$ cat src/hdl/ray_triangle_intersect_unit_assert.svh
// assertion macros for the ray / triangle intersection unit
// no dependencies; taken in by the top level with an include
`ifndef RAY_TRIANGLE_INTERSECT_UNIT_ASSERT_SVH
`define RAY_TRIANGLE_INTERSECT_UNIT_ASSERT_SVH

// same-cycle implication, disabled while reset is asserted
`define RTI_ASSERT_IMP(lbl, ck, rn, ante, cons, msg) \
  lbl: assert property (@(posedge ck) disable iff (!rn) (ante) |-> (cons)) \
    else $error(msg);

// next-cycle implication, disabled while reset is asserted
`define RTI_ASSERT_NXT(lbl, ck, rn, ante, cons, msg) \
  lbl: assert property (@(posedge ck) disable iff (!rn) (ante) |=> (cons)) \
    else $error(msg);

`endif

$ cat src/hdl/rti_pkg.sv
// shared constants and codes for the ray / triangle intersection unit
// no dependencies
package rti_pkg;

  // default coordinate format, signed q16.16
  localparam int COORD_WIDTH_DEF = 32;
  localparam int FRAC_BITS_DEF   = 16;

  // operand slice width of the pipelined multipliers
  localparam int MUL_CHUNK = 32;

  // configuration register indexes
  typedef enum logic [1:0] {
    REG_DIR_X = 2'd0,
    REG_DIR_Y = 2'd1,
    REG_DIR_Z = 2'd2
  } reg_idx_t;

endpackage

$ cat src/hdl/rti_mul.sv
// pipelined signed multiplier, four register stages, slices of MUL_CHUNK bits
// depends on rti_pkg
module rti_mul #(
  parameter int AW = 33,
  parameter int BW = 33,
  parameter int TW = 1
) (
  input  logic                    clk,
  input  logic                    rst_n,
  input  logic                    en,
  input  logic signed [AW-1:0]    a,
  input  logic signed [BW-1:0]    b,
  input  logic [TW-1:0]           tag_i,
  output logic signed [AW+BW-1:0] p,
  output logic [TW-1:0]           tag_o
);
  import rti_pkg::*;

  localparam int CK = MUL_CHUNK;
  localparam int NA = (AW + CK - 1) / CK;
  localparam int NB = (BW + CK - 1) / CK;
  localparam int PW = AW + BW;

  logic [AW-1:0]      a_abs;
  logic [BW-1:0]      b_abs;
  logic [NA*CK-1:0]   am_r;
  logic [NB*CK-1:0]   bm_r;
  logic [2*CK-1:0]    pp_r [NA*NB];
  logic [PW-1:0]      acc_nxt;
  logic [PW-1:0]      acc_r;
  logic [2:0]         sg_r;
  logic signed [PW-1:0] p_r;
  logic [TW-1:0]      tag1_r, tag2_r, tag3_r, tag4_r;

  // magnitudes of the operands
  assign a_abs = a[AW-1] ? AW'(-a) : AW'(a);
  assign b_abs = b[BW-1] ? BW'(-b) : BW'(b);

  // sum of the shifted slice products
  always_comb begin
    acc_nxt = '0;
    for (int i = 0; i < NA; i++) begin
      for (int j = 0; j < NB; j++) begin
        acc_nxt = acc_nxt + (PW'(pp_r[i*NB+j]) << (CK * (i + j)));
      end
    end
  end

  // tag line travels with the data
  always_ff @(posedge clk) begin
    if (!rst_n) begin
      tag1_r <= '0;
      tag2_r <= '0;
      tag3_r <= '0;
      tag4_r <= '0;
    end else if (en) begin
      tag1_r <= tag_i;
      tag2_r <= tag1_r;
      tag3_r <= tag2_r;
      tag4_r <= tag3_r;
    end
  end

  // magnitude, slice products, sum, sign
  always_ff @(posedge clk) begin
    if (en) begin
      am_r  <= (NA*CK)'(a_abs);
      bm_r  <= (NB*CK)'(b_abs);
      sg_r[0] <= a[AW-1] ^ b[BW-1];
      for (int i = 0; i < NA; i++) begin
        for (int j = 0; j < NB; j++) begin
          pp_r[i*NB+j] <= am_r[i*CK +: CK] * bm_r[j*CK +: CK];
        end
      end
      sg_r[1] <= sg_r[0];
      acc_r   <= acc_nxt;
      sg_r[2] <= sg_r[1];
      p_r     <= sg_r[2] ? $signed(-acc_r) : $signed(acc_r);
    end
  end

  assign p     = p_r;
  assign tag_o = tag4_r;

endmodule

$ cat config.mk
export PLATFORM = sky130hd
export DESIGN_NAME = rti_mul
export DESIGN_NICKNAME = d
export VERILOG_FILES = /design/src/hdl/ray_triangle_intersect_unit_assert.svh /design/src/hdl/rti_pkg.sv /design/src/hdl/rti_mul.sv
export SDC_FILE = /design/constraint.sdc
export NUM_CORES = 2
export LEC_CHECK = 0
export ABC_AREA = 1
export BUFFER_PORTS_ARGS = -buffer_cell sky130_fd_sc_hd__buf_2
export CAP_MARGIN = 5
export CORE_MARGIN = 2
export CORE_UTILIZATION = 30
export DETAILED_ROUTE_END_ITERATION = 6
export RECOVER_POWER = 100
export SLEW_MARGIN = 20
export SYNTH_ARGS = -nofsm -noshare
export SYNTH_HDL_FRONTEND = slang
export SYNTH_SLANG_ARGS = --single-unit
$ cat constraint.sdc
create_clock -name clk -period 15.6 [get_ports clk]
set_input_delay 3.12 -clock clk [delete_from_list [all_inputs] [get_ports clk]]
set_output_delay 3.12 -clock clk [all_outputs]
set_load 0.01 [all_outputs]
==> out/metrics.cfg <==
[layout]
drive_gt1_frac = 0.0364
diodes = 0
final_util = 0.325
fin_nets = 8077
multi_input_area_um2 = 35300
fillers = 18900
areaGrowthSynthToFinish_pct = 7.55
instances_no_fill = 9163
register_area_um2 = 9990

[detailed_routing]
route.detailed.drc = 0
vias = 41500
wirelength_um = 158000
vias_per_cell = 4.53
drtIter0Drc = 2990
ant_nets = 0
drtPass1Iterations = 6
wl_per_cell_um = 17.2

[clock_tree]
clk_pin_slew_ns = 0.06
cts_resized = 0
cts_tree = yes
htree_levels = 2
post_cts_buffers = 0
clock-root-buffer = clkbuf_16
cts_buffers = 40
cts.sinks = 334
clk_latency_ns = 0.61
cts_hold_buffers = 0
cts_buffer_depth = 3

[global_route]
antenna_found_initial = 4
grt_util_met3 = 0.0251
grt.total_usage = 0.173
grt_max_degree = 84
gr-usage-met2 = 0.288
grt_pass1_vias = 43800
top_usage_layer = met2
met1_usage = 0.239
grt_pass1_wl_um = 249000
gr-total-overflow = 0

[logic_synthesis]
synth_edf_count = 330
async_flop_share = 0
avgSynthCellArea_um2 = 7.92
yosysTopAreaCellShare = 0.345
yosysUniqueCellTypes = 52
ys_ff_latch = 334
syn_inst = 6811
ys_top_cells_by_count = 2033 x nand2_1, 1973 x inv_1, 929 x fa_1
netlist_area_um2 = 53900
synth_area_leaders = fa_1 34%, edfxtp_1 18%, nand2_1 14%, inv_1 14%, ha_1 6.9%
yosysMostFrequentCell = nand2_1
synth_top_flop_cell = edfxtp_1
seq_area_frac_synth = 0.185
yosysTopAreaCell = fa_1
synth_warnings = 0
syn_nets = 8108

[sta]
maxSlewViolCount = 516
hold_viol = 0
setup-violations-final = 0
fin_tns_setup_ns = 0
tightest_slew_ns = 4.30
rsz0062_at_grt = no
period_share = 0.686
fmax_ghz = 0.0935
skew_ns = 0.0231
period_minus_slack_ns = 10.69
setup_ws_ns = 4.91
timing.slew.headroom = -1.87

[setup_path]
end_kind = flop
timing_worst_setup_path_type = input port to flop
cp.arrival_ns = 10.81
r2r_setup_slack_ns = 6.87
cp.required_ns = 15.71
critical_path.max_fanout = 69
cp-start-kind = input port

[floorplanning]
die_area_um2 = 183000
ios = 137
die_w_um = 428
start_util = 0.302
core-area_um2 = 179000
num_rows = 155
die_h_um = 428

[placed_design]
globalplace.congestion = 0.960
placed_cells = 9093
dp.final_hpwl_um = 127000
pre_cts_ws_ns = 8.27
port_buffers = 136

[hold_path]
hold_path.class = flop to flop

[status]
violations = max-capacitance violations, max-slew violations
outcome = finished with violations

[run]
drv_cap = 9

[sequential cells by signal, summed over array words and instances, names as in the netlist]
register / flops
acc_r: 66
am_r: 33
bm_r: 33
p: 66
pp_r: 129
sg_r: 3
tag1_r: 1
tag2_r: 1
tag3_r: 1
tag_o: 1
[layer usage]
metal,share of wire,vias up
met5,0.00025,-
met1,0.45,20500
met3,0.064,242
met4,0.025,6
li1,-,19400
met2,0.46,1325
[layout by cell type (no fill, tap or decap), types with 6 or more instances in the layout]
cell / instances
nand2_2: 8
ha_1: 298
nand3b_1: 8
xor2_1: 123
o21ai_0: 72
edfxtp_1: 330
nor2_4: 10
nor2_1: 306
o21bai_1: 16
nand4_1: 56
a21oi_1: 92
clkbuf_1: 88
nor2_2: 19
fa_1: 929
clkbuf_16: 41
clkinv_1: 7
nand3_2: 8
nor4_1: 6
nor3_1: 28
nand3_1: 137
inv_2: 6
buf_2: 64
inv_1: 1973
xnor2_1: 24
buf_4: 63
nand2_1: 2042
[through the flow]
step,cell area (µm²),hold slack [ns]
CTS,58300,0.412
detailed placement,57100,0.405
finish,58000,0.413
global route,58000,0.421
global placement,57100,0.403
floorplan,53900,0.400
[worst paths after layout]
kind                               from                     to  cells past startpoint
hold reg to reg   pp_r[0][13]$_DFFE_PP_    acc_r[13]$_DFFE_PP_                      0
hold / removal    pp_r[0][13]$_DFFE_PP_    acc_r[13]$_DFFE_PP_                      0
setup / recovery                     en     am_r[10]$_DFFE_PP_                      3
setup reg to reg      am_r[0]$_DFFE_PP_  pp_r[0][63]$_DFFE_PP_                     23
[area by class of cell]
class | count | area share
Clock buffer | 49 | 0.0182
Clock inverter | 21 | 0.00343
Inverter | 1981 | 0.128
Multi-Input combinational cell | 4216 | 0.608
Sequential cell | 334 | 0.172
Tap cell | 2355 | 0.0508
Timing Repair Buffer | 207 | 0.0188
[cells by family (layout without fill, tap and decap cells)]
family | after synthesis | after routing | synth area share
and+or+nand+nor | 2646 | 2646 | 0.199
buffers and inverters | 2261 | 2258 | 0.157
adders and majority gates | 1227 | 1227 | 0.414
DFF | 334 | 334 | 0.185
AOI/OAI and AO/OA | 196 | 196 | 0.0204
xor gates and xnor gates | 147 | 147 | 0.0240
[critical path: stages]
cell and delay (ns):
clkbuf_1 2.06, clkbuf_1 2.63, clkbuf_1 2.83
Power is not shown: default switching activity piles up to over one toggle a cycle in this logic, so the estimate is an artifact.
